`config.mk`:
```
export PLATFORM = sky130hd
export DESIGN_NAME = button_press_classifier_flat
export DESIGN_NICKNAME = d
export VERILOG_FILES = /design/src/rtl/core/bpc_pkg.sv /design/src/rtl/core/bpc_if.sv /design/src/rtl/core/button_press_classifier.sv /design/src/rtl/core/bpc_core.sv /design/src/flat_wrapper.sv
export SDC_FILE = /design/constraint.sdc
export NUM_CORES = 1
export LEC_CHECK = 0
export BUFFER_PORTS_ARGS = -buffer_cell sky130_fd_sc_hd__clkbuf_2
export CORE_ASPECT_RATIO = 0.5
export CORE_MARGIN = 1
export CORE_UTILIZATION = 30
export DETAILED_ROUTE_END_ITERATION = 7
export HOLD_SLACK_MARGIN = 0.1
export SYNTH_ARGS = -nofsm -noshare
export SYNTH_HDL_FRONTEND = slang
export SYNTH_HIERARCHICAL = 1
export SYNTH_SLANG_ARGS = --single-unit
```
`constraint.sdc`:
```
create_clock -name clk -period 6.1 [get_ports clk]
set_clock_uncertainty 0.2 [all_clocks]
set_input_delay 0 -clock clk [delete_from_list [all_inputs] [get_ports clk]]
set_output_delay 0 -clock clk [all_outputs]
set_load 0.01 [all_outputs]
```
`src/rtl/core/bpc_pkg.sv`:
```
// ----------------------------------------------------------------------------
// bpc_pkg: shared types and constants for the button press classifier
// Operation codes, register indexes, register reset values and widths.
// ----------------------------------------------------------------------------
`default_nettype none

package bpc_pkg;

	// Field widths
	localparam int OP_WIDTH     = 2;
	localparam int NOW_WIDTH    = 32;
	localparam int CFG_WIDTH    = 16;
	localparam int REG_IDX_WIDTH = 2;

	// Default timestamp width inside the block
	localparam int TIME_WIDTH_DEF = 32;

	// Operation codes
	localparam logic [OP_WIDTH-1:0] OP_SAMPLE       = 2'd0;
	localparam logic [OP_WIDTH-1:0] OP_QUERY_SHORT  = 2'd1;
	localparam logic [OP_WIDTH-1:0] OP_QUERY_LONG   = 2'd2;
	localparam logic [OP_WIDTH-1:0] OP_QUERY_DOUBLE = 2'd3;

	// Register indexes
	localparam logic [REG_IDX_WIDTH-1:0] REG_DEBOUNCE     = 2'd0;
	localparam logic [REG_IDX_WIDTH-1:0] REG_LONG_PRESS   = 2'd1;
	localparam logic [REG_IDX_WIDTH-1:0] REG_DOUBLE_PRESS = 2'd2;

	// Register reset values
	localparam logic [CFG_WIDTH-1:0] DEBOUNCE_RST     = 16'd20;
	localparam logic [CFG_WIDTH-1:0] LONG_PRESS_RST   = 16'd1000;
	localparam logic [CFG_WIDTH-1:0] DOUBLE_PRESS_RST = 16'd300;

	// Configuration as seen by the classifier core
	typedef struct packed {
		logic [CFG_WIDTH-1:0] debounce_time;
		logic [CFG_WIDTH-1:0] long_time;
		logic [CFG_WIDTH-1:0] double_window;
	} cfg_t;

endpackage

`default_nettype wire

```
`src/rtl/core/bpc_if.sv`:
```
// ----------------------------------------------------------------------------
// bpc_if: channel interfaces of the button press classifier
// Sample input channel, result output channel and register write channel.
// ----------------------------------------------------------------------------
`default_nettype none

// Sample channel: one button sample plus optional flag query per beat
interface bpc_sample_if;
	import bpc_pkg::*;

	logic                 valid;
	logic                 ready;
	logic [OP_WIDTH-1:0]  operation;
	logic                 button_level;
	logic [NOW_WIDTH-1:0] now_ms;

	modport source (output valid, output operation, output button_level, output now_ms,
		input ready);
	modport sink (input valid, input operation, input button_level, input now_ms,
		output ready);
endinterface

// Result channel: one beat per accepted sample
interface bpc_result_if;
	logic valid;
	logic ready;
	logic answer;
	logic held;

	modport source (output valid, output answer, output held, input ready);
	modport sink (input valid, input answer, input held, output ready);
endinterface

// Register write channel
interface bpc_cfg_if;
	import bpc_pkg::*;

	logic                     valid;
	logic                     ready;
	logic [REG_IDX_WIDTH-1:0] index;
	logic [CFG_WIDTH-1:0]     data;

	modport source (output valid, output index, output data, input ready);
	modport sink (input valid, input index, input data, output ready);
endinterface

`default_nettype wire

```
`src/rtl/core/button_press_classifier.sv`:
```
// ----------------------------------------------------------------------------
// button_press_classifier: debounced button with short/long/double press
// Samples an active-low button level with a millisecond timestamp, debounces
// it and classifies presses into sticky short, long and double flags that
// can be queried and cleared.
// ----------------------------------------------------------------------------
//
//  Channel  Dir  Beat contents
//  -------  ---  ---------------------------------------------
//  sample   in   operation, button_level, now_ms
//  result   out  answer, held (one beat per sample beat)
//  cfg      in   index, data (register write, always ready)
//
//  One sample per cycle sustained while result is ready; a sample beat passes
//  through the input register, then the result register. The state update sits
//  in a single pass between the two registers.
//  Reset is asynchronous, active low; registers return to their defaults.
//  A stall on result holds the result register and then the input register;
//  sample.ready drops only when both are full.
//
`default_nettype none

module button_press_classifier #(
	parameter int TIME_WIDTH = bpc_pkg::TIME_WIDTH_DEF
) (
	input  wire logic  clk,
	input  wire logic  arst_n,
	bpc_sample_if.sink   sample,
	bpc_result_if.source result,
	bpc_cfg_if.sink      cfg
);
	import bpc_pkg::*;

	cfg_t                  cfg_q;
	logic                  valid_s1;
	logic [OP_WIDTH-1:0]   op_s1;
	logic                  level_s1;
	logic [TIME_WIDTH-1:0] now_s1;
	logic                  out_valid_q;
	logic                  answer_q;
	logic                  held_q;
	logic                  advance;
	logic                  answer_c;
	logic                  held_c;

	// Register writes
	assign cfg.ready = 1'b1;

	always_ff @(posedge clk or negedge arst_n) begin
		if (!arst_n) begin
			cfg_q.debounce_time <= DEBOUNCE_RST;
			cfg_q.long_time     <= LONG_PRESS_RST;
			cfg_q.double_window <= DOUBLE_PRESS_RST;
		end else if (cfg.valid) begin
			case (cfg.index)
				REG_DEBOUNCE:     cfg_q.debounce_time <= cfg.data;
				REG_LONG_PRESS:   cfg_q.long_time     <= cfg.data;
				REG_DOUBLE_PRESS: cfg_q.double_window <= cfg.data;
				default: begin
				end
			endcase
		end
	end

	// Handshake: stage 1 moves on when the result register is free or drains
	assign advance      = valid_s1 && (!out_valid_q || result.ready);
	assign sample.ready = !valid_s1 || advance;

	// Input register
	always_ff @(posedge clk or negedge arst_n) begin
		if (!arst_n) begin
			valid_s1 <= 1'b0;
		end else if (sample.ready) begin
			valid_s1 <= sample.valid;
		end
	end

	always_ff @(posedge clk) begin
		if (sample.ready && sample.valid) begin
			op_s1    <= sample.operation;
			level_s1 <= sample.button_level;
			now_s1   <= TIME_WIDTH'(sample.now_ms);
		end
	end

	// Classifier state and result logic
	bpc_core #(
		.TIME_WIDTH(TIME_WIDTH)
	) u_core (
		.clk          (clk),
		.arst_n       (arst_n),
		.cfg          (cfg_q),
		.step         (advance),
		.operation    (op_s1),
		.button_level (level_s1),
		.now_ms       (now_s1),
		.answer       (answer_c),
		.held         (held_c)
	);

	// Result register
	always_ff @(posedge clk or negedge arst_n) begin
		if (!arst_n) begin
			out_valid_q <= 1'b0;
		end else if (advance) begin
			out_valid_q <= 1'b1;
		end else if (result.ready) begin
			out_valid_q <= 1'b0;
		end
	end

	always_ff @(posedge clk) begin
		if (advance) begin
			answer_q <= answer_c;
			held_q   <= held_c;
		end
	end

	assign result.valid  = out_valid_q;
	assign result.answer = answer_q;
	assign result.held   = held_q;

endmodule

`default_nettype wire

```
`src/rtl/core/bpc_core.sv`:
```
// ----------------------------------------------------------------------------
// bpc_core: debounce and press classification state
// Computes the next state and the result of one sample combinationally and
// commits the state when step is high.
// ----------------------------------------------------------------------------
`default_nettype none

module bpc_core #(
	parameter int TIME_WIDTH = bpc_pkg::TIME_WIDTH_DEF
) (
	input  wire logic                          clk,
	input  wire logic                          arst_n,
	input  wire bpc_pkg::cfg_t                 cfg,
	input  wire logic                          step,
	input  wire logic [bpc_pkg::OP_WIDTH-1:0]  operation,
	input  wire logic                          button_level,
	input  wire logic [TIME_WIDTH-1:0]         now_ms,
	output logic                               answer,
	output logic                               held
);
	import bpc_pkg::*;

	logic                  prev_level_q;
	logic [TIME_WIDTH-1:0] change_time_q;
	logic [TIME_WIDTH-1:0] press_time_q;
	logic [TIME_WIDTH-1:0] release_time_q;
	logic                  held_q;
	logic                  short_q;
	logic                  long_q;
	logic                  double_q;

	logic                  level_chg;
	logic [TIME_WIDTH-1:0] el_change;
	logic [TIME_WIDTH-1:0] el_press;
	logic [TIME_WIDTH-1:0] el_release;
	logic                  stable;
	logic                  press;
	logic                  release_evt;
	logic                  is_long;
	logic                  in_window;
	logic                  held_n;
	logic                  short_n;
	logic                  long_n;
	logic                  double_n;
	logic                  clr_short;
	logic                  clr_long;
	logic                  clr_double;

	// Elapsed times, wrapping at the timestamp width
	assign level_chg  = button_level != prev_level_q;
	assign el_change  = level_chg ? '0 : now_ms - change_time_q;
	assign el_press   = now_ms - press_time_q;
	assign el_release = now_ms - release_time_q;

	// Debounce and press edges
	assign stable      = el_change > TIME_WIDTH'(cfg.debounce_time);
	assign press       = stable && !button_level && !held_q;
	assign release_evt = stable && button_level && held_q;
	assign is_long     = el_press >= TIME_WIDTH'(cfg.long_time);
	assign in_window   = el_release < TIME_WIDTH'(cfg.double_window);

	// Flags after this sample, before any query
	assign held_n   = press | (held_q & ~release_evt);
	assign long_n   = long_q | (release_evt & is_long);
	assign short_n  = short_q | (release_evt & ~is_long);
	assign double_n = double_q | (release_evt & ~is_long & in_window);

	// Query: read one flag and clear it
	always_comb begin
		answer     = 1'b0;
		clr_short  = 1'b0;
		clr_long   = 1'b0;
		clr_double = 1'b0;
		case (operation)
			OP_QUERY_SHORT: begin
				answer    = short_n & ~double_n;
				clr_short = answer;
			end
			OP_QUERY_LONG: begin
				answer   = long_n;
				clr_long = long_n;
			end
			OP_QUERY_DOUBLE: begin
				answer     = double_n;
				clr_double = double_n;
			end
			default: begin
				answer = 1'b0;
			end
		endcase
	end

	assign held = held_n;

	// State commit
	always_ff @(posedge clk or negedge arst_n) begin
		if (!arst_n) begin
			prev_level_q   <= 1'b1;
			change_time_q  <= '0;
			press_time_q   <= '0;
			release_time_q <= '0;
			held_q         <= 1'b0;
			short_q        <= 1'b0;
			long_q         <= 1'b0;
			double_q       <= 1'b0;
		end else if (step) begin
			prev_level_q <= button_level;
			if (level_chg) begin
				change_time_q <= now_ms;
			end
			if (press) begin
				press_time_q <= now_ms;
			end
			if (release_evt) begin
				release_time_q <= now_ms;
			end
			held_q   <= held_n;
			short_q  <= short_n & ~clr_short;
			long_q   <= long_n & ~clr_long;
			double_q <= double_n & ~clr_double;
		end
	end

endmodule

`default_nettype wire
```
`src/flat_wrapper.sv`:
```
// flat-port wrapper written by rule: the top's interface ports become plain ports
module button_press_classifier_flat import bpc_pkg::*;
#(
	parameter int TIME_WIDTH = bpc_pkg::TIME_WIDTH_DEF
)
  (clk, arst_n, sample_valid, sample_operation, sample_button_level, sample_now_ms, sample_ready, result_valid, result_answer, result_held, result_ready, cfg_valid, cfg_index, cfg_data, cfg_ready);
  bpc_sample_if sample_i ();
  bpc_result_if result_i ();
  bpc_cfg_if cfg_i ();
  input  wire logic clk;
  input  wire logic arst_n;
  input wire logic [$bits(sample_i.valid)-1:0] sample_valid;
  input wire logic [$bits(sample_i.operation)-1:0] sample_operation;
  input wire logic [$bits(sample_i.button_level)-1:0] sample_button_level;
  input wire logic [$bits(sample_i.now_ms)-1:0] sample_now_ms;
  output wire logic [$bits(sample_i.ready)-1:0] sample_ready;
  output wire logic [$bits(result_i.valid)-1:0] result_valid;
  output wire logic [$bits(result_i.answer)-1:0] result_answer;
  output wire logic [$bits(result_i.held)-1:0] result_held;
  input wire logic [$bits(result_i.ready)-1:0] result_ready;
  input wire logic [$bits(cfg_i.valid)-1:0] cfg_valid;
  input wire logic [$bits(cfg_i.index)-1:0] cfg_index;
  input wire logic [$bits(cfg_i.data)-1:0] cfg_data;
  output wire logic [$bits(cfg_i.ready)-1:0] cfg_ready;
  assign sample_i.valid = sample_valid;
  assign sample_i.operation = sample_operation;
  assign sample_i.button_level = sample_button_level;
  assign sample_i.now_ms = sample_now_ms;
  assign sample_ready = sample_i.ready;
  assign result_valid = result_i.valid;
  assign result_answer = result_i.answer;
  assign result_held = result_i.held;
  assign result_i.ready = result_ready;
  assign cfg_i.valid = cfg_valid;
  assign cfg_i.index = cfg_index;
  assign cfg_i.data = cfg_data;
  assign cfg_ready = cfg_i.ready;
  button_press_classifier #(.TIME_WIDTH(TIME_WIDTH)) u_core (.clk(clk), .arst_n(arst_n), .sample(sample_i), .result(result_i), .cfg(cfg_i));
endmodule
```
==> impl_metrics.sql, run 1 <==
INSERT INTO impl_metrics (metric_group, metric, value, unit) VALUES
('status', 'status', 'completed', ''),
('floorplanning', 'die_width', '310', 'um'),
('grt', 'grt_pass1_wl', '62.6', 'mm'),
('finish', 'final_cells', '2310', ''),
('yosys', 'yosys_warnings', '6', ''),
('drt', 'wirelength', '39.1', 'mm'),
('place', 'dp_cells', '2183', ''),
('power', 'power.internal', '4250', 'uW'),
('yosys', 'ys_types', '95', ''),
('yosys', 'synthSimpleGateAreaFrac', '13.7', '%'),
('clock_tree', 'cts_made_buffers', '17', ''),
('sta', 'final_critical_path_setup_slack', '325', 'ps'),
('clock_tree', 'cts_tree', 'built', ''),
('power', 'share_seq_of_total_power', '23.9', '%'),
('power', 'pwr-share-comb', '61.4', '%'),
('finish', 'syn2layout_area_growth', '17.7', '%'),
('power', 'p_sw', '3590', 'uW'),
('critical_path', 'cp.required', '6110', 'ps'),
('yosys', 'async_flop_share', '80.3', '%'),
('clock_tree', 'cts_sinks', '188', ''),
('yosys', 'postSynthCellCount', '1540', ''),
('critical_path', 'worstPathMaxFanout', '7', ''),
('floorplanning', 'fp.coreArea', '45900', 'um2'),
('sta', 'relSlewSlack', '29.2', '%'),
('yosys', 'avg_cell_area_syn', '9.21', 'um2'),
('yosys', 'synth-edff-count', '37', ''),
('clock_tree', 'max-clock-path-buffers', '2', ''),
('drt', 'drt_iter0_markers', '897', ''),
('place', 'preCtsSetupSlack', '338', 'ps'),
('critical_path', 'timing.critical_path.slowest_stage_cell', 'sky130_fd_sc_hd__edfxtp_1', ''),
('yosys', 'synth-seq-area-share', '34.6', '%'),
('yosys', 'syn-cell-area', '14200', 'um2'),
('place', 'port_buffers', '61', ''),
('power', 'power.ir.vdd_worst', '224', 'uV'),
('sta', 'fmaxAchievable', '173', 'MHz'),
('yosys', 'arithmetic_cell_share_of_the_synthesized_area_counting_full_adders_half_adders_and_majority_gates', '12.8', '%'),
('place', 'place_congestion', '0.939', ''),
('drt', 'drc_errors', '0', ''),
('grt', 'met1_routing_resource_usage_after_global_routing', '23.7', '%'),
('critical_path', 'critPathLaunchType', 'flip-flop', ''),
('drt', 'routedWlPerCell', '16.9', 'um'),
('critical_path', 'timing.critical_path.buf_inv', '1', ''),
('sta', 'hold_violations', '0', ''),
('sta', 'final-setup-viol-count', '0', ''),
('yosys', 'synth_ff_type', 'sky130_fd_sc_hd__dfrtp_1', ''),
('critical_path', 'timing.critical_path.cells', 'inv_1 > fa_1 > nor2b_1 > o2111ai_1 > a21oi_2 > nor2_1 > o21ai_0 > xnor2_1 > nor2_1 > ha_1 > a21o_1 > a21o_1 > a211oi_1 > a21o_1 > nand2_1 > or4_1 > or4_1 > nor4_2 > o21ai_1 > a311oi_2 > mux2i_1', ''),
('sta', 'period_needed', '5780', 'ps'),
('finish', 'insertedDiodeCount', '0', ''),
('clock_tree', 'h-tree-depth', '4', ''),
('yosys', 'syn-num-nets', '1741', ''),
('sta', 'fin_crit_sh', '94.7', '%'),
('floorplanning', 'io-pin-count', '63', ''),
('sta', 'fin_hold_ws', '41.2', 'ps'),
('clock_tree', 'worst_setup_hold_path_clk_slew', '80', 'ps'),
('clock_tree', 'insertion_delay', '460', 'ps'),
('grt', 'largest_net_degree_at_the_start_of_global_routing', '111', ''),
('clock_tree', 'cts_setup_buffers', '0', ''),
('sta', 'worst_pin_slew', '1060', 'ps'),
('grt', 'globalRouteMet2Util', '25.6', '%'),
('critical_path', 'timing.critical_path.slowest_cell_delay', '560', 'ps'),
('power', 'power.clock.fraction', '14.7', '%'),
('power', 'static-leakage-power', '0.00747', 'uW'),
('grt', 'antenna_found_initial', '0', ''),
('yosys', 'seq_cells_post_synth', '188', ''),
('finish', 'post_route_cells_drive_above_1_share', '14.0', '%'),
('sta', 'slew_violations', '0', ''),
('drt', 'vias_per_cell', '5.19', ''),
('floorplanning', 'start_util', '30.9', '%'),
('critical_path', 'critical-path-top-delay-family', 'compound AO/OA/AOI/OAI gates', ''),
('critical_path', 'critPathArrivalTime', '5780', 'ps'),
('grt', 'globalRouteTotalUtil', '16.5', '%');
==> power groups by stage <==
| stage | Combinational (uW) | Clock [uW] | Sequential [uW] |
|---|---|---|---|
| after floorplan | 3640 | 0 | 1830 |
| after global placement | 4630 | 0 | 1890 |
| after detailed placement | 4660 | 0 | 1900 |
| after CTS | 4740 | 1180 | 1880 |
| after global routing | 5370 | 1220 | 1920 |
| final | 4810 | 1150 | 1880 |
==> cell usage after synthesis (10+ instances only) <==
library cell,count,area (um2)
sky130_fd_sc_hd__and3_1,11,68.8
sky130_fd_sc_hd__nor3_1,26,130
sky130_fd_sc_hd__mux2i_1,10,100
sky130_fd_sc_hd__ha_1,140,1750
sky130_fd_sc_hd__clkbuf_1,35,131
sky130_fd_sc_hd__o21bai_1,12,90.1
sky130_fd_sc_hd__dfstp_2,13,342
sky130_fd_sc_hd__xnor2_1,37,324
sky130_fd_sc_hd__o21ai_0,82,410
sky130_fd_sc_hd__buf_2,14,70.1
sky130_fd_sc_hd__xor2_1,28,245
sky130_fd_sc_hd__edfxtp_1,37,1110
sky130_fd_sc_hd__o21a_1,21,158
sky130_fd_sc_hd__nand2b_1,13,81.3
sky130_fd_sc_hd__nor2_1,86,323
sky130_fd_sc_hd__o21ai_1,10,50.1
sky130_fd_sc_hd__a211oi_1,16,120
sky130_fd_sc_hd__a21oi_1,113,566
sky130_fd_sc_hd__nand4_1,36,225
sky130_fd_sc_hd__mux2_2,86,968
sky130_fd_sc_hd__nand3_1,17,85.1
sky130_fd_sc_hd__a21o_1,51,383
sky130_fd_sc_hd__dfrtp_1,138,3450
sky130_fd_sc_hd__nor4_1,13,81.3
sky130_fd_sc_hd__inv_1,168,631
sky130_fd_sc_hd__nor2b_1,17,106
sky130_fd_sc_hd__a31oi_1,18,113
sky130_fd_sc_hd__o211ai_1,14,105
sky130_fd_sc_hd__mux2_1,26,293
sky130_fd_sc_hd__nand2_1,120,450
==> worst register-to-register path: stages (launching register included) <==
cell                        delay [ps]
sky130_fd_sc_hd__edfxtp_1          560
sky130_fd_sc_hd__inv_1             150
sky130_fd_sc_hd__fa_1              460
sky130_fd_sc_hd__nor2b_1           260
sky130_fd_sc_hd__o2111ai_1         260
sky130_fd_sc_hd__a21oi_2           330
sky130_fd_sc_hd__nor2_1            120
sky130_fd_sc_hd__o21ai_0           220
sky130_fd_sc_hd__xnor2_1           170
sky130_fd_sc_hd__nor2_1             70
sky130_fd_sc_hd__ha_1              170
sky130_fd_sc_hd__a21o_1            150
sky130_fd_sc_hd__a21o_1            170
sky130_fd_sc_hd__a211oi_1          290
sky130_fd_sc_hd__a21o_1            260
sky130_fd_sc_hd__nand2_1            60
sky130_fd_sc_hd__or4_1             380
sky130_fd_sc_hd__or4_1             420
sky130_fd_sc_hd__nor4_2            220
sky130_fd_sc_hd__o21ai_1           150
sky130_fd_sc_hd__a311oi_2          340
sky130_fd_sc_hd__mux2i_1           120
==> layer usage <==
| layer | vias up | part of all wire, % |
|---|---|---|
| met5 | - | 0 |
| met4 | 0 | 1.9 |
| met3 | 46 | 5.0 |
| met2 | 324 | 44 |
| met1 | 5816 | 49 |
| li1 | 5799 | - |
==> stage by stage <==
stage	utilization (%)	setup TNS [ps]	cell area, um2
after global routing	36.4	-36.7	16700
after global placement	33.0	0	15100
final	36.4	0	16700
after floorplan	-	0	14200
after CTS	36.3	0	16700
after detailed placement	33.0	0	15100
==> cells in the final DEF, fill, tap and decap left out, types with 60 or more instances in the layout <==
master,instances
sky130_fd_sc_hd__mux2_2,86
sky130_fd_sc_hd__o21ai_0,82
sky130_fd_sc_hd__nand2_1,120
sky130_fd_sc_hd__dlygate4sd3_1,95
sky130_fd_sc_hd__dfrtp_1,138
sky130_fd_sc_hd__a21oi_1,112
sky130_fd_sc_hd__nor2_1,86
sky130_fd_sc_hd__inv_1,168
sky130_fd_sc_hd__clkbuf_2,60
sky130_fd_sc_hd__ha_1,140
==> cell type report <==
type / count / area [um2]
multi-input combinational: 1128 / 8420
inverter: 168 / 631
sequential: 188 / 4910
tap: 627 / 785
fill: 4603 / 29200
clock inverter: 14 / 175
clock buffer: 18 / 429
timing repair buffer: 167 / 1360
==> repair_timing <==
action                     CTS  global route
gates resized for setup      0             5
setup endpoints to repair    0            24
hold buffers                95             0
hold endpoints to repair   194             0
==> flip-flops by register name, summed over array words and instances, names as in the netlist, 2 cells and up <==
signal,cells
u_core/now_s1,32
u_core/u_core/change_time_q,32
u_core/u_core/release_time_q,32
u_core/u_core/press_time_q,32
u_core/cfg_q,48
u_core/op_s1,2
==> kinds of logic after synthesis <==
| logic type | after synthesis |
|---|---|
| AO/OA/AOI/OAI | 412 |
| XOR/XNOR | 65 |
| adder cells (fa/ha/maj) | 143 |
| buffers and inverters | 224 |
| flip-flops | 188 |
| multiplexers | 122 |
| other | 1 |
| AND/OR/NAND/NOR | 385 |
==> worst paths after layout <==
kind                       cells past startpoint             start  slack (ps)                             end
min reg2reg                                    1   u_core/valid_s1         290             u_core/result.valid
max reg2reg                                   21  u_core/now_s1[1]         320            u_core/result.answer
max                                           21  u_core/now_s1[1]         320            u_core/result.answer
max in group asynchronous                      3            arst_n        4400  u_core/u_core/press_time_q[21]
min in group clk                               2  sample_now_ms[7]         110                u_core/now_s1[7]
min                                            2            arst_n          40  u_core/u_core/change_time_q[3]
(Power assumes the default switching activity.)
==> run 2: changes to the inputs <==
Settings changed: PLACE_DENSITY set to 0.42.
==> run 2 against run 1 <==
  * Via count fell by 1.7%
  * Flip-flop and latch count did not move
  * Register-to-register slack gained 80 ps
  * Critical endpoint unchanged
  * Clock-buffer cell count increased by 2
  * Hold slack improved by 81 ps
  * Core utilization rose by 0.074 points
  * Critical path depth is 1 higher
  * Combinational power up 3%
  * Largest cell class unchanged
  * Die area is the same
  * Final area grew 0.20%
==> impl_metrics.sql, run 2 (synthesis results as in run 1) <==
INSERT INTO impl_metrics (metric_group, metric, value, unit) VALUES
('floorplanning', 'fp.coreArea', '45900', 'um2'),
('clock_tree', 'max-clock-path-buffers', '2', ''),
('clock_tree', 'cts_tree', 'built', ''),
('finish', 'syn2layout_area_growth', '18.0', '%'),
('finish', 'registers.top_by_ff_count', 'u_core/cfg_q', ''),
('clock_tree', 'clock-root-buffer', 'sky130_fd_sc_hd__clkbuf_16', ''),
('sta', 'relSlewSlack', '24.7', '%'),
('clock_tree', 'cts_sinks', '188', ''),
('clock_tree', 'cts_setup_buffers', '0', ''),
('critical_path', 'timing.critical_path.buf_inv', '2', ''),
('worst_hold_path', 'min_delay_worst_endpoint', 'u_core/cfg_q[17]', ''),
('grt', 'largest_net_degree_at_the_start_of_global_routing', '76', ''),
('grt', 'grt_pass1_vias', '11200', ''),
('critical_path', 'reg2regPathDepth', '22', ''),
('worst_hold_path', 'holdPathStages', '3', ''),
('sta', 'period_needed', '5700', 'ps'),
('worst_hold_path', 'hold_class', 'in -> reg', ''),
('clock_tree', 'h-tree-depth', '4', ''),
('sta', 'grt_setup_unrepaired', 'no', ''),
('drt', 'drt_iter0_markers', '832', ''),
('grt', 'antenna_found_initial', '1', ''),
('grt', 'grt_pass1_wl', '65.1', 'mm'),
('sta', 'worst_pin_slew', '1130', 'ps'),
('floorplanning', 'placementRows', '55', ''),
('floorplanning', 'start_util', '30.9', '%'),
('place', 'post-dp-hpwl', '32.1', 'mm'),
('drt', 'drt_pre_antenna_iters', '6', ''),
('place', 'dp_cells', '2185', ''),
('drt', 'antenna_left', '0', ''),
('power', 'powerDensity', '473', 'nW/um2'),
('critical_path', 'crit_type', 'reg -> reg', ''),
('critical_path', 'rr_startpoint', 'u_core/now_s1[0]', ''),
('drt', 'routedWlPerCell', '17.8', 'um'),
('critical_path', 'timing.critical_path.cells', 'inv_1 > ha_1 > inv_1 > fa_1 > a211oi_1 > o21a_2 > a21oi_4 > a41oi_4 > nand2_1 > xor2_1 > ha_1 > nor2b_1 > o21ai_1 > nand4_1 > or4_1 > nor4_2 > nand4_1 > nand4bb_1 > nor4b_2 > and2b_1 > o31ai_1 > mux2i_1', ''),
('finish', 'largest_reg_flops', '48', ''),
('clock_tree', 'insertion_delay', '460', 'ps'),
('floorplanning', 'io-pin-count', '63', ''),
('grt', 'globalRouteTotalUtil', '17.6', '%'),
('status', 'status', 'completed', ''),
('clock_tree', 'cts_made_buffers', '17', ''),
('critical_path', 'timing.critical_path.slowest_cell_delay', '430', 'ps'),
('power', 'static-leakage-power', '0.00748', 'uW'),
('sta', 'tns', '0', 'ps'),
('finish', 'final_cells', '2313', ''),
('drt', 'vias_per_cell', '5.09', ''),
('critical_path', 'reg2reg_slack', '400', 'ps'),
('critical_path', 'worstReg2RegEnd', 'u_core/result.answer', ''),
('finish', 'post_route_cells_drive_above_1_share', '14.7', '%'),
('place', 'place_congestion', '0.900', ''),
('finish', 'num-nets-final', '1874', ''),
('floorplanning', 'die_width', '310', 'um'),
('finish', 'filler_cell_count', '4668', ''),
('worst_hold_path', 'worstHoldStart', 'cfg_index[0]', ''),
('drt', 'vias', '11800', ''),
('critical_path', 'worstPathMaxFanout', '6', ''),
('critical_path', 'critPathArrivalTime', '5700', 'ps'),
('finish', 'most_common_cell_after_layout_fill_and_taps_aside', 'sky130_fd_sc_hd__inv_1', ''),
('sta', 'fin_crit_sh', '93.4', '%'),
('floorplanning', 'die_area', '48200', 'um2'),
('critical_path', 'critical-path-top-delay-family', 'simple AND/OR/NAND/NOR gates', ''),
('floorplanning', 'die_outline_height', '156', 'um'),
('sta', 'slew_violations', '0', ''),
('finish', 'insertedDiodeCount', '0', ''),
('critical_path', 'timing.critical_path.slowest_stage_cell', 'sky130_fd_sc_hd__or4_1', ''),
('sta', 'hold_violations', '0', ''),
('grt', 'globalRoute.totalOverflow', '0', ''),
('sta', 'final-setup-viol-count', '0', ''),
('sta', 'fmaxAchievable', '176', 'MHz'),
('critical_path', 'critPathLaunchType', 'flip-flop', ''),
('critical_path', 'end_kind', 'flip-flop', ''),
('critical_path', 'cp.required', '6100', 'ps'),
('power', 'power.ir.vdd_worst', '149', 'uV'),
('clock_tree', 'worst_setup_hold_path_clk_slew', '70', 'ps'),
('job', 'max_cap_violations', '0', ''),
('place', 'port_buffers', '61', ''),
('finish', 'layout_common_cells', '168 x sky130_fd_sc_hd__inv_1, 140 x sky130_fd_sc_hd__ha_1, 138 x sky130_fd_sc_hd__dfrtp_1', ''),
('drt', 'drc_errors', '0', ''),
('drt', 'wirelength', '41.2', 'mm'),
('finish', 'fin_util', '36.5', '%');
## run 2: cell count changes in the layout (fill, tap and decap cells not counted), sizes merged
| cell | previous run | this run |
|---|---|---|
| clkinvlp | 0 | 2 |
| buf | 12 | 15 |
| clkinv | 6 | 2 |
| clkbuf | 78 | 80 |
## run 2: worst reg2reg max path, delay by kind of cell, from the launching register on
| family | cells | cell delay (ps) |
|---|---|---|
| fa+ha+maj | 3 | 920 |
| mux | 1 | 110 |
| compound gates | 6 | 1290 |
| simple gates | 9 | 2160 |
| xor+xnor | 1 | 160 |
| flops | 1 | 390 |
| buf+inv | 2 | 230 |
## run 2: stage by stage
step	power (uW)	worst slack, ps	instance area (um2)	hold slack [ps]
final	7920	402	16700	122
after global routing	8690	52.8	16700	151
after floorplan	5470	923	14200	-496
after CTS	7920	266	16700	103
after global placement	6660	374	15200	-78.0
after detailed placement	6690	289	15200	-62.3
## run 2: how the worst max path moves through the flow
stage / startpoint / endpoint / slack, ps / cells past startpoint
finish: u_core/now_s1[0] / u_core/result.answer / 400 / 22
global route: u_core/now_s1[4] / u_core/result.answer / 50 / 23
CTS: u_core/now_s1[1] / u_core/result.answer / 270 / 19
detailed placement: u_core/now_s1[3] / u_core/result.answer / 290 / 22
global placement: u_core/now_s1[3] / u_core/result.answer / 370 / 22
floorplan: u_core/now_s1[4] / u_core/result.answer / 920 / 24
## run 2: repair_timing
| item | 4_1_cts | 5_1_grt |
|---|---|---|
| hold buffers | 96 | 0 |
| endpoints found under the hold margin | 163 | 0 |
| resized for setup | 0 | 12 |
| setup endpoints to repair | 0 | 39 |
## run 2: layout make-up
type                            instances  area (um2)  area share [%]
Clock inverter                         12         101           0.605
Sequential cell                       188        4910            29.3
Timing Repair Buffer                  170        1410            8.44
Inverter                              168         631            3.77
Clock buffer                           20         457            2.73
Tap cell                              627         785            4.69
Multi-Input combinational cell       1128        8450            50.5
## run 2: power by group
| group | internal, uW | leakage (uW) | switching [uW] |
|---|---|---|---|
| Clock | 556 | 0.000271 | 544 |
| Sequential | 1680 | 0.00213 | 191 |
| Combinational | 2030 | 0.00507 | 2920 |
| Total | 4270 | 0.00748 | 3660 |
## run 2: layer usage
| layer | wire [um] | share of wire (%) | vias to the layer above | GRT usage (%) |
|---|---|---|---|---|
| li1 | - | - | 5811 | - |
| met1 | 21400 | 52 | 5646 | 26.7 |
| met2 | 17000 | 41 | 300 | 25.5 |
| met3 | 2310 | 5.6 | 21 | 3.16 |
| met4 | 503 | 1.2 | 0 | 4.24 |
| met5 | 0 | 0 | - | 0 |
==> run 3: changes to the inputs <==
--- a/config.mk
+++ b/config.mk
@@ -11,2 +11,3 @@
 export CORE_UTILIZATION = 30
+export CTS_BUF_LIST = sky130_fd_sc_hd__clkbuf_4 sky130_fd_sc_hd__clkbuf_8 sky130_fd_sc_hd__clkbuf_16
 export DETAILED_ROUTE_END_ITERATION = 7
--- a/constraint.sdc
+++ b/constraint.sdc
@@ -4,2 +4,2 @@
 set_output_delay 0 -clock clk [all_outputs]
-set_load 0.01 [all_outputs]
+set_load 0.1 [all_outputs]
==> run 3 against run 2 <==
  * Sequential share of layout area is essentially flat
  * Die area is the same
  * Hold slack improved by 1.5 ps
  * Combinational power about the same
  * Worst setup slack better by 9.3 ps
  * Maximum frequency up 0.16%
  * Critical path depth unchanged
  * Critical path type unchanged
  * Critical endpoint unchanged
  * Largest cell class unchanged
==> impl_metrics.sql, run 3 (synthesis results as in run 1) <==
INSERT INTO impl_metrics (metric_group, metric, value, unit) VALUES
('critical_path', 'worstPathMaxFanout', '6', ''),
('sta', 'relSlewSlack', '17.3', '%'),
('drt', 'drt_pre_antenna_iters', '5', ''),
('grt', 'antenna_found_initial', '1', ''),
('status', 'status', 'completed', ''),
('finish', 'filler_cell_count', '4668', ''),
('drt', 'vias_per_cell', '5.11', ''),
('grt', 'grt_pass1_vias', '11200', ''),
('sta', 'fin_crit_sh', '93.3', '%'),
('finish', 'final_cells', '2313', ''),
('worst_hold_path', 'holdPathStages', '3', ''),
('worst_hold_path', 'min_delay_worst_endpoint', 'u_core/cfg_q[17]', ''),
('sta', 'fin_hold_ws', '123', 'ps'),
('finish', 'syn2layout_area_growth', '18.0', '%'),
('place', 'dp_cells', '2185', ''),
('sta', 'final-setup-viol-count', '0', ''),
('sta', 'worst_pin_slew', '1240', 'ps'),
('clock_tree', 'h-tree-depth', '4', ''),
('floorplanning', 'io-pin-count', '63', ''),
('clock_tree', 'max-clock-path-buffers', '2', ''),
('drt', 'wirelength', '41.2', 'mm'),
('clock_tree', 'cts_made_buffers', '17', ''),
('place', 'post-dp-hpwl', '32.1', 'mm'),
('sta', 'grt_setup_unrepaired', 'no', ''),
('critical_path', 'crit_type', 'reg -> reg', ''),
('grt', 'largest_net_degree_at_the_start_of_global_routing', '76', ''),
('finish', 'registers.top_by_ff_count', 'u_core/cfg_q', ''),
('critical_path', 'end_kind', 'flip-flop', ''),
('power', 'sw_frac_of_total', '46.3', '%'),
('grt', 'grt_pass1_wl', '65.1', 'mm'),
('floorplanning', 'die_area', '48200', 'um2'),
('floorplanning', 'die_width', '310', 'um'),
('power', 'p_sw', '3690', 'uW'),
('power', 'share_seq_of_total_power', '23.5', '%'),
('finish', 'post_route_cells_drive_above_1_share', '14.7', '%'),
('worst_hold_path', 'hold_class', 'in -> reg', ''),
('finish', 'num-nets-final', '1874', ''),
('drt', 'vias', '11800', ''),
('power', 'static-leakage-power', '0.00748', 'uW'),
('floorplanning', 'start_util', '30.9', '%'),
('drt', 'detailroute.wirelength.met3', '2.11', 'mm'),
('finish', 'largest_reg_flops', '48', ''),
('place', 'place_congestion', '0.900', ''),
('power', 'power.internal', '4270', 'uW'),
('worst_hold_path', 'worstHoldStart', 'cfg_index[0]', ''),
('critical_path', 'reg2reg_slack', '410', 'ps'),
('clock_tree', 'worst_setup_hold_path_clk_slew', '80', 'ps'),
('critical_path', 'critPathArrivalTime', '5690', 'ps'),
('drt', 'drc_errors', '0', ''),
('power', 'power.clock.fraction', '13.9', '%'),
('drt', 'wl_met2', '17.0', 'mm'),
('clock_tree', 'clock-root-buffer', 'sky130_fd_sc_hd__clkbuf_16', ''),
('critical_path', 'rr_startpoint', 'u_core/now_s1[0]', ''),
('drt', 'antenna_left', '0', ''),
('clock_tree', 'cts_sinks', '188', ''),
('floorplanning', 'fp.coreArea', '45900', 'um2'),
('clock_tree', 'cts_tree', 'built', ''),
('critical_path', 'cp.required', '6110', 'ps'),
('sta', 'hold_violations', '0', ''),
('grt', 'globalRouteTotalUtil', '17.6', '%'),
('clock_tree', 'cts_setup_buffers', '0', ''),
('drt', 'drt_iter0_markers', '818', ''),
('clock_tree', 'insertion_delay', '460', 'ps'),
('drt', 'routedWlPerCell', '17.8', 'um'),
('drt', 'wl_met1', '21.5', 'mm'),
('power', 'pwr-share-comb', '62.7', '%'),
('finish', 'layout_common_cells', '168 x sky130_fd_sc_hd__inv_1, 140 x sky130_fd_sc_hd__ha_1, 138 x sky130_fd_sc_hd__dfrtp_1', ''),
('finish', 'most_common_cell_after_layout_fill_and_taps_aside', 'sky130_fd_sc_hd__inv_1', ''),
('job', 'max_cap_violations', '0', ''),
('critical_path', 'critPathLaunchType', 'flip-flop', ''),
('power', 'power.ir.vdd_worst', '149', 'uV'),
('critical_path', 'reg2regPathDepth', '22', ''),
('sta', 'slew_violations', '0', ''),
('sta', 'fmaxAchievable', '176', 'MHz'),
('finish', 'insertedDiodeCount', '0', ''),
('sta', 'tns', '0', 'ps'),
('floorplanning', 'die_outline_height', '156', 'um'),
('power', 'powerDensity', '476', 'nW/um2'),
('sta', 'period_needed', '5690', 'ps'),
('grt', 'globalRoute.totalOverflow', '0', ''),
('power', 'total_power', '7960', 'uW'),
('critical_path', 'worstReg2RegEnd', 'u_core/result.answer', ''),
('floorplanning', 'placementRows', '55', ''),
('place', 'port_buffers', '61', ''),
('drt', 'routed.top_layer', 'met4', '');
==> run 3: cell types whose count changed in the layout (fill, tap and decap cells not counted) <==
cell                       previous run  this run
sky130_fd_sc_hd__clkbuf_1             1         0
sky130_fd_sc_hd__clkbuf_4             0         1
==> run 3: worst max path at each step <==
stage                           from                   end  slack, ps  cells past startpoint
CTS                 u_core/now_s1[1]  u_core/result.answer        270                     19
floorplan           u_core/now_s1[4]  u_core/result.answer        920                     24
global route        u_core/now_s1[4]  u_core/result.answer         50                     23
finish              u_core/now_s1[0]  u_core/result.answer        410                     22
global placement    u_core/now_s1[3]  u_core/result.answer        370                     22
detailed placement  u_core/now_s1[3]  u_core/result.answer        290                     22
==> run 3: through the flow <==
step                worst slack [ps]  utilization [%]  area [um2]
global route                    52.8             36.5       16700
finish                           412             36.5       16700
detailed placement               289             33.0       15200
floorplan                        923                -       14200
CTS                              266             36.4       16700
global placement                 374             33.0       15200
==> run 3: worst max-delay path: stages, from the launching register on <==
cell                        delay (ps)
sky130_fd_sc_hd__edfxtp_1          390
sky130_fd_sc_hd__inv_1             170
sky130_fd_sc_hd__ha_1              210
sky130_fd_sc_hd__inv_1              60
sky130_fd_sc_hd__fa_1              420
sky130_fd_sc_hd__a211oi_1          270
sky130_fd_sc_hd__o21a_2            240
sky130_fd_sc_hd__a21oi_4           100
sky130_fd_sc_hd__a41oi_4           320
sky130_fd_sc_hd__nand2_1           100
sky130_fd_sc_hd__xor2_1            160
sky130_fd_sc_hd__ha_1              290
sky130_fd_sc_hd__nor2b_1           130
sky130_fd_sc_hd__o21ai_1           170
sky130_fd_sc_hd__nand4_1           130
sky130_fd_sc_hd__or4_1             430
sky130_fd_sc_hd__nor4_2            260
sky130_fd_sc_hd__nand4_1           200
sky130_fd_sc_hd__nand4bb_1         260
sky130_fd_sc_hd__nor4b_2           390
sky130_fd_sc_hd__and2b_1           240
sky130_fd_sc_hd__o31ai_1           180
sky130_fd_sc_hd__mux2i_1           110
==> run 3: power by group through the flow <==
| stage | Combinational (uW) | Clock [uW] | Sequential [uW] |
|---|---|---|---|
| after floorplan | 3640 | 0 | 1850 |
| after global placement | 4800 | 0 | 1890 |
| after detailed placement | 4820 | 0 | 1900 |
| after CTS | 4900 | 1160 | 1870 |
| after global routing | 5580 | 1210 | 1920 |
| final | 4990 | 1100 | 1870 |
==> run 3: routing by layer <==
layer,global-route usage [%],vias to the layer above
met5,0,-
met4,4.20,0
met3,3.16,25
met2,25.5,313
met1,26.6,5675
li1,-,5801
==> run 3: cell type report <==
class | instances | area, um2 | share of cell area, %
multi-input combinational | 1128 | 8450 | 50.5
sequential | 188 | 4910 | 29.3
timing repair buffer | 170 | 1410 | 8.44
tap | 627 | 785 | 4.69
inverter | 168 | 631 | 3.77
clock buffer | 20 | 460 | 2.75
clock inverter | 12 | 101 | 0.605
==> run 3: repair_timing <==
action / in CTS / in global routing
hold buffers: 96 / 0
endpoints found under the hold margin: 163 / 0
resized for setup: 0 / 12
endpoints found under the setup margin: 0 / 39
